--- src/hw/rtl/hysteresis_turning_point_finder_macros.svh ---
// Assertion macros for the hysteresis turning-point finder.
// Included by the top level; no other dependencies.
`ifndef HYSTERESIS_TURNING_POINT_FINDER_MACROS_SVH
`define HYSTERESIS_TURNING_POINT_FINDER_MACROS_SVH
`ifndef NO_ASSERTIONS
`define HTPF_ASSERT_SAME(label, clk, rst_n, ant, cons) \
    label: assert property (@(posedge clk) disable iff (!rst_n) (ant) |-> (cons)) \
        else $error("htpf check failed");
`define HTPF_ASSERT_NEXT(label, clk, rst_n, ant, cons) \
    label: assert property (@(posedge clk) disable iff (!rst_n) (ant) |=> (cons)) \
        else $error("htpf check failed");
`else
`define HTPF_ASSERT_SAME(label, clk, rst_n, ant, cons)
`define HTPF_ASSERT_NEXT(label, clk, rst_n, ant, cons)
`endif
`endif

--- src/hw/rtl/htpf_pkg.sv ---
// Shared constants and types for the hysteresis turning-point finder.
// No dependencies.
package htpf_pkg;

    localparam int DEF_VALUE_WIDTH = 32;
    localparam int DEF_TIME_WIDTH  = 48;

    localparam int          AMP_WIDTH = 31;
    localparam logic [30:0] AMP_RESET = 31'd65536;

    // result queue depth; one item can push two results
    localparam int RQ_DEPTH = 4;

    // register indexes on the config port
    localparam logic REG_MIN_AMPLITUDE = 1'b0;

    typedef struct packed {
        logic status;
        logic curve_end;
        logic run_end;
    } t_flags;

endpackage

--- src/hw/rtl/hysteresis_turning_point_finder.sv ---
// Hysteresis turning-point finder (zigzag peak detection) top level.
// Depends on htpf_pkg and hysteresis_turning_point_finder_macros.svh.
//
// Usage:
//   Samples of one curve enter on the s_ stream: tdata holds time and value,
//   tuser marks the first sample of a curve, tlast the final one. Results leave
//   on the m_ stream: tdata holds the point's time and value, tlast marks the
//   final result of a curve, tuser holds run_end (bit 0) and status (bit 1).
//   min_amplitude is written over the APB port at address 0 while idle.
// Timing:
//   Each accepted item is evaluated in the cycle it is taken and its results
//   are written to a four-entry result queue; the first result is visible on
//   the next cycle. One item can be taken every cycle while s_tready is high;
//   items give zero, one or two results, drained one per cycle while m_tready
//   is high. s_tready stays high while the queue has room for two more
//   results, so when results pile up the input stalls until the queue drains.
// Reset:
//   Synchronous, active low. The curve state returns to idle, the queue is
//   emptied and min_amplitude returns to 65536. A stalled receiver only holds
//   results in the queue; nothing is dropped.
module hysteresis_turning_point_finder #(
    parameter int VALUE_WIDTH = htpf_pkg::DEF_VALUE_WIDTH,
    parameter int TIME_WIDTH  = htpf_pkg::DEF_TIME_WIDTH,
    localparam int DATA_W     = ((TIME_WIDTH + VALUE_WIDTH + 7) / 8) * 8
) (
    input  logic                  i_clk,
    input  logic                  i_rst_n,
    // input item stream
    input  logic                  i_s_tvalid,
    output logic                  o_s_tready,
    input  logic [DATA_W-1:0]     i_s_tdata,   // sample_time, sample_value
    input  logic                  i_s_tlast,   // curve_last
    input  logic                  i_s_tuser,   // curve_start
    // result stream
    output logic                  o_m_tvalid,
    input  logic                  i_m_tready,
    output logic [DATA_W-1:0]     o_m_tdata,   // peak_time, peak_value
    output logic                  o_m_tlast,   // curve_end
    output logic [1:0]            o_m_tuser,   // run_end, status
    // config port
    input  logic                  psel,
    input  logic                  penable,
    input  logic                  pwrite,
    input  logic [2:0]            paddr,
    input  logic [31:0]           pwdata,
    output logic [31:0]           prdata,
    output logic                  pready
);

    localparam int AW     = htpf_pkg::AMP_WIDTH;
    localparam int CW     = (VALUE_WIDTH + 1 > AW + 1) ? VALUE_WIDTH + 1 : AW + 1;
    localparam int EW     = TIME_WIDTH + VALUE_WIDTH + 3;
    localparam int DEPTH  = htpf_pkg::RQ_DEPTH;
    localparam int PW     = $clog2(DEPTH);
    localparam int NW     = $clog2(DEPTH + 1);

    localparam logic [1:0] PH_IDLE   = 2'd0;
    localparam logic [1:0] PH_SEARCH = 2'd1;
    localparam logic [1:0] PH_TRACK  = 2'd2;

    // ---------------- config register ----------------
    logic [AW-1:0] r_min_amp;
    logic          w_cfg_wr;

    assign pready   = 1'b1;
    assign w_cfg_wr = psel && penable && pwrite && (paddr[2] == htpf_pkg::REG_MIN_AMPLITUDE);
    assign prdata   = (paddr[2] == htpf_pkg::REG_MIN_AMPLITUDE) ? {1'b0, r_min_amp} : 32'd0;

    always_ff @(posedge i_clk) begin
        if (!i_rst_n) begin
            r_min_amp <= htpf_pkg::AMP_RESET;
        end else if (w_cfg_wr) begin
            r_min_amp <= pwdata[AW-1:0];
        end
    end

    // ---------------- curve state ----------------
    logic [1:0]             r_phase,  n_phase;
    logic                   r_dir_up, n_dir_up;
    logic [TIME_WIDTH-1:0]  r_start_time, n_start_time;
    logic [VALUE_WIDTH-1:0] r_start_value, n_start_value;
    logic [TIME_WIDTH-1:0]  r_ext_time, n_ext_time;
    logic [VALUE_WIDTH-1:0] r_ext_value, n_ext_value;

    logic [NW-1:0] r_count;
    logic [PW-1:0] r_wr_ptr, r_rd_ptr;
    logic [EW-1:0] r_queue [DEPTH];

    logic                   w_accept, w_pop;
    logic [TIME_WIDTH-1:0]  w_t;
    logic [VALUE_WIDTH-1:0] w_v;
    logic                   w_first, w_last;

    assign w_t      = i_s_tdata[TIME_WIDTH-1:0];
    assign w_v      = i_s_tdata[TIME_WIDTH+VALUE_WIDTH-1:TIME_WIDTH];
    assign w_first  = i_s_tuser;
    assign w_last   = i_s_tlast;
    assign w_accept = i_s_tvalid && o_s_tready;
    assign w_pop    = o_m_tvalid && i_m_tready;

    // differences one bit wider than the value, compared against +/- amplitude
    logic [AW-1:0]        w_amp_eff;
    logic signed [CW-1:0] w_amp, w_namp, w_d, w_e;
    logic                 w_found, w_grow, w_turn;

    assign w_amp_eff = (r_min_amp == '0) ? AW'(1) : r_min_amp;
    assign w_amp     = $signed({{(CW-AW){1'b0}}, w_amp_eff});
    assign w_namp    = -w_amp;
    assign w_d = $signed({{(CW-VALUE_WIDTH){w_v[VALUE_WIDTH-1]}}, w_v})
               - $signed({{(CW-VALUE_WIDTH){r_start_value[VALUE_WIDTH-1]}}, r_start_value});
    assign w_e = $signed({{(CW-VALUE_WIDTH){r_ext_value[VALUE_WIDTH-1]}}, r_ext_value})
               - $signed({{(CW-VALUE_WIDTH){w_v[VALUE_WIDTH-1]}}, w_v});

    assign w_found = (w_d >= w_amp) || (w_d <= w_namp);
    // w_e is extreme minus sample
    assign w_grow  = r_dir_up ? (w_e < 0) : (w_e > 0);
    assign w_turn  = r_dir_up ? (w_e > w_amp) : (w_e < w_namp);

    logic [1:0]        w_push;
    logic [EW-1:0]     w_res0, w_res1;
    htpf_pkg::t_flags  w_fl0, w_fl1;

    always_comb begin
        n_phase       = r_phase;
        n_dir_up      = r_dir_up;
        n_start_time  = r_start_time;
        n_start_value = r_start_value;
        n_ext_time    = r_ext_time;
        n_ext_value   = r_ext_value;
        w_push        = 2'd0;
        w_fl0         = '0;
        w_fl1         = '0;
        w_res0        = '0;
        w_res1        = '0;

        if (w_first) begin
            n_start_time  = w_t;
            n_start_value = w_v;
            if (w_last) begin
                // one-sample curve
                w_fl0   = '{status: 1'b1, curve_end: 1'b1, run_end: 1'b1};
                w_res0  = {w_fl0, w_v, w_t};
                w_push  = 2'd1;
                n_phase = PH_IDLE;
            end else begin
                n_phase = PH_SEARCH;
            end
        end else begin
            case (r_phase)
                PH_SEARCH: begin
                    if (w_found) begin
                        n_ext_time  = w_t;
                        n_ext_value = w_v;
                        n_dir_up    = (w_d > 0);
                        w_fl0.run_end = !w_last;
                        w_res0 = {w_fl0, r_start_value, r_start_time};
                        if (w_last) begin
                            w_fl1  = '{status: 1'b0, curve_end: 1'b1, run_end: 1'b1};
                            w_res1 = {w_fl1, w_v, w_t};
                            w_push = 2'd2;
                            n_phase = PH_IDLE;
                        end else begin
                            w_push  = 2'd1;
                            n_phase = PH_TRACK;
                        end
                    end else if (w_last) begin
                        w_fl0   = '{status: 1'b0, curve_end: 1'b1, run_end: 1'b1};
                        w_res0  = {w_fl0, r_start_value, r_start_time};
                        w_push  = 2'd1;
                        n_phase = PH_IDLE;
                    end
                end
                PH_TRACK: begin
                    if (w_grow || w_turn) begin
                        n_ext_time  = w_t;
                        n_ext_value = w_v;
                    end
                    if (!w_grow && w_turn) begin
                        n_dir_up = !r_dir_up;
                    end
                    if (w_last) begin
                        // curve end reports the extreme after this sample
                        w_fl1 = '{status: 1'b0, curve_end: 1'b1, run_end: 1'b1};
                        if (w_grow || w_turn) begin
                            w_res1 = {w_fl1, w_v, w_t};
                        end else begin
                            w_res1 = {w_fl1, r_ext_value, r_ext_time};
                        end
                        n_phase = PH_IDLE;
                    end
                    if (!w_grow && w_turn) begin
                        w_fl0.run_end = !w_last;
                        w_res0 = {w_fl0, r_ext_value, r_ext_time};
                        w_push = w_last ? 2'd2 : 2'd1;
                    end else if (w_last) begin
                        w_res0 = w_res1;
                        w_push = 2'd1;
                    end
                end
                default: begin
                    // idle: samples outside a curve are dropped
                end
            endcase
        end
    end

    always_ff @(posedge i_clk) begin
        if (!i_rst_n) begin
            r_phase  <= PH_IDLE;
            r_dir_up <= 1'b0;
        end else if (w_accept) begin
            r_phase  <= n_phase;
            r_dir_up <= n_dir_up;
        end
    end

    always_ff @(posedge i_clk) begin
        if (w_accept) begin
            r_start_time  <= n_start_time;
            r_start_value <= n_start_value;
            r_ext_time    <= n_ext_time;
            r_ext_value   <= n_ext_value;
        end
    end

    // ---------------- result queue ----------------
    logic [1:0]    w_push_acc;
    logic [PW-1:0] w_wr_ptr1;

    assign w_push_acc = w_accept ? w_push : 2'd0;
    assign w_wr_ptr1  = r_wr_ptr + PW'(1);

    always_ff @(posedge i_clk) begin
        if (!i_rst_n) begin
            r_count  <= '0;
            r_wr_ptr <= '0;
            r_rd_ptr <= '0;
        end else begin
            r_count  <= r_count + NW'(w_push_acc) - NW'(w_pop);
            r_wr_ptr <= r_wr_ptr + PW'(w_push_acc);
            if (w_pop) begin
                r_rd_ptr <= r_rd_ptr + PW'(1);
            end
        end
    end

    always_ff @(posedge i_clk) begin
        if (w_push_acc != 2'd0) begin
            r_queue[r_wr_ptr] <= w_res0;
        end
        if (w_push_acc == 2'd2) begin
            r_queue[w_wr_ptr1] <= w_res1;
        end
    end

    logic [EW-1:0]    w_head;
    htpf_pkg::t_flags w_head_fl;

    assign w_head     = r_queue[r_rd_ptr];
    assign w_head_fl  = w_head[EW-1:EW-3];
    assign o_s_tready = (r_count <= NW'(DEPTH - 2));
    assign o_m_tvalid = (r_count != '0);
    assign o_m_tdata  = DATA_W'(w_head[TIME_WIDTH+VALUE_WIDTH-1:0]);
    assign o_m_tlast  = w_head_fl.curve_end;
    assign o_m_tuser  = {w_head_fl.status, w_head_fl.run_end};

    // ---------------- checks ----------------
`include "hysteresis_turning_point_finder_macros.svh"

    `HTPF_ASSERT_SAME(a_count_bound, i_clk, i_rst_n, 1'b1, r_count <= NW'(DEPTH))
    `HTPF_ASSERT_SAME(a_room_on_accept, i_clk, i_rst_n, w_accept, r_count <= NW'(DEPTH - 2))
    `HTPF_ASSERT_SAME(a_status_short, i_clk, i_rst_n, o_m_tvalid && o_m_tuser[1], o_m_tlast && o_m_tuser[0])
    `HTPF_ASSERT_SAME(a_curve_end_run_end, i_clk, i_rst_n, o_m_tvalid && o_m_tlast, o_m_tuser[0])
    `HTPF_ASSERT_NEXT(a_push_visible, i_clk, i_rst_n, w_accept && (w_push != 2'd0), o_m_tvalid)

endmodule

--- config.mk ---
export PLATFORM = sky130hd
export DESIGN_NAME = hysteresis_turning_point_finder
export DESIGN_NICKNAME = d
export VERILOG_FILES = /design/src/hw/rtl/htpf_pkg.sv /design/src/hw/rtl/hysteresis_turning_point_finder.sv
export VERILOG_INCLUDE_DIRS = /design/src /design/src/hw/rtl
export SDC_FILE = /design/constraint.sdc
export NUM_CORES = 1
export LEC_CHECK = 0
export BUFFER_PORTS_ARGS = -buffer_cell sky130_fd_sc_hd__buf_2
export CAP_MARGIN = 10
export CORE_MARGIN = 2
export CORE_UTILIZATION = 50
export DETAILED_ROUTE_END_ITERATION = 16
export PLACE_DENSITY = 0.69
export SLEW_MARGIN = 30
export SYNTH_ARGS = -nofsm -noshare
export SYNTH_HDL_FRONTEND = slang
export SYNTH_SLANG_ARGS = --single-unit
--- constraint.sdc ---
create_clock -name i_clk -period 9.05 [get_ports i_clk]
set_clock_uncertainty 0.05 [all_clocks]
set_input_delay 0.905 -clock i_clk [delete_from_list [all_inputs] [get_ports i_clk]]
set_output_delay 0.905 -clock i_clk [all_outputs]
set_load 0.02 [all_outputs]
==> metrics.txt <==
Power Density ~190 nW/um^2; Gates resized, CTS repair 0; H-tree levels 2; max frequency approximately 0.13 GHz; sw frac 32.0%; share of the synthesized area in the top cell type 45.1%; CP peak stage delay about 0.54 ns; cts hold-fix bufs 0; CP max FO 35; Worst-path clk slew roughly 0.060 ns; CTS buffer count between 50 and 60; 1st-iter DRT viols approximately 2.8k; Routed Antenna Nets 0; share of power burned in registers ~40%; area grow syn2layout 14.0%; VDD IR max 0.164 mV; root buf cell clkbuf_16; Comb power frac between 20% and 30%; most frequent cells in the layout edfxtp_1, buf_2, o2bb2ai_1; hold_sp i_s_tdata[21]; reg-to-reg startpoint r_min_amp[13]; TritonCTS clock tree done; fin util between 50 and 60%; minimum clock period between 7 and 8 ns; CORE AREA between 60,000 and 70,000 um^2; Worst setup EP type flip-flop; Yosys reg bits 535; drt first pass iters 11; most common cell after layout, fill and taps aside edfxtp_1; placed insts ~3.8k; clk buf depth 3; Port Buffers about 240; Final period util 88.3%; status finished, final reports clean; vias per cell about 6.8; # DRC 0; Int Pwr ~4.8 mW; critical path class flip-flop to flip-flop; Top cell by count, worst path ha_1; RSZ-0062 raised after global routing false; Worst Tran Pin Value around 0.88 ns; P_leak 12.6 nW; global-route wire length before repair roughly 150,000 um; Layout Cells excl Fill ~3.9k; layout cells sized above 1 roughly 18%; Top delay family on crit path simple AND/OR/NAND/NOR gates; Max Cap Viol 0; leading area contributor after synthesis edfxtp_1; Synth Cell Area around 32,000 um^2; final hold slack 0.428 ns; All-Layer GR Usage ~30%; Initial Util 50.5%; Final Net Count around 3.3k; # fillers 5,331; Seq/Total Area, Yosys between 40% and 50%; cells after synthesis around 2.8k; setup TNS 0 ns; Worst slew margin roughly two fifths; Skew-Pair Late Insertion Delay around 0.65 ns; TritonCTS Sinks approximately 540; Die H 259 um; top cells by area, synth edfxtp_1, ha_1, mux4_2; Clock Power Share 32.8%; die area 67,000 um^2; P_sw 2.26 mW; num ports about 240; Rows 93; Buf/Inv on CP 4; Slew Limit Fails 0; CP max stage cell or3b_2; largest net degree at the start of global routing 70; via count around 26k; initial antenna violation count 17; WP data required roughly 9.3 ns; hpwl dp 70,700 um; Setup violations, final 0; postcts setup bufs 0; final wirelength about 100,000 um; Tot Pwr between 7 and 8 mW; top_reg_cell synth edfxtp_1; worst min-delay path class input port to flip-flop; Die W ~260 um; vias in the first global route between 20k and 30k; gr ovfl total 0; Worst Setup SP r_min_amp[13]; number of synthesized flops with an enable pin around 500; drt wl/cell 26.1 um; synth unique cells 92; mean post-synth cell area 11.7 um^2; Warnings, synthesis 0; final hold vios 0; WP data arrival 8.26 ns; Routability Congestion approximately 0.94; Synth async-reset ratio 0%; CP startpoint kind flip-flop
## layout make-up
cell class              instances  area, um^2  share of cell area [%]
clock inverters                38         365                   0.987
flip-flops and latches        535       15600                    42.1
well taps                     855        1070                    2.89
repair buffers                333        2270                    6.14
multi-input cells            1924       15700                    42.5
clock buffers                  70        1480                    3.98
diodes                          7        17.5                  0.0473
inverters                     130         488                    1.32
## cell families (layout without fill, tap and decap cells)
logic type,count (synthesis),count (layout),synth area share (%)
flops,535,535,48.0
compound gates,1001,1001,23.3
other cells,2,11,0.0231
buf+inv,325,571,4.06
fa+ha+maj,197,197,7.65
simple gates,553,553,8.73
mux,89,89,5.95
xor+xnor,80,80,2.24
## power by group through the flow
| stage | Clock (mW) | Combinational [mW] | Sequential (mW) |
|---|---|---|---|
| 3_3_place_gp | 0 | 1.85 | 2.89 |
| 4_1_cts | 2.33 | 1.90 | 2.85 |
| 3_5_place_dp | 0 | 1.89 | 2.90 |
| 5_1_grt | 2.42 | 2.05 | 2.86 |
| 6_report | 2.31 | 1.90 | 2.85 |
| 2_1_floorplan | 0 | 1.30 | 2.86 |
## path summary, 6_finish.rpt
check / to / slack (ns) / cells after the start
setup / recovery: r_queue[2][8] / 1.06 / 27
hold / removal: r_ext_time[21] / 0.43 / 1
setup reg to reg: r_queue[2][8] / 1.06 / 27
hold reg to reg: r_min_amp[29] / 0.43 / 2
## registers in the layout, indices dropped and copies added (netlist names), named ones only
name           count
r_queue          332
r_ext_time        48
r_start_time      48
r_ext_value       32
r_start_value     32
r_min_amp         31
r_count            3
r_phase            2
r_rd_ptr           2
r_wr_ptr           2
r_dir_up           1
## synthesized netlist by cell type, drive strengths merged (18+ instances only)
cell     number
o2bb2ai     197
a32oi        29
nor3         35
mux4         83
xor2         18
o22a         26
nor4         21
inv         130
nor3b        27
clkbuf      134
a211oi       20
nor2        141
nand3        26
a32o         68
edfxtp      488
ha          193
a222oi       48
o22ai       109
nor2b        21
dfxtp        47
o221ai       31
o211ai       22
a21boi       35
a21oi       155
xnor2        60
o21ai        80
nand4        26
buf          61
and2         19
nand2       152
a21o         50
## metrics by stage
| stage | setup WS, ns | instance area (um^2) |
|---|---|---|
| after global placement | 0.821 | 35200 |
| final | 1.06 | 37000 |
| after global routing | 0.711 | 37000 |
| after floorplan | 0.0239 | 32500 |
| after detailed placement | 0.632 | 35200 |
| after CTS | 1.08 | 37000 |
## per-layer routing
metal	up-vias	routed length, um	track usage (%)
li1	11700	-	-
met2	1459	49800	50.5
met3	208	9170	4.51
met5	-	84	0
met1	12900	39700	39.1
met4	14	2930	9.91
No activity file was read; power rests on OpenSTA's default activity.
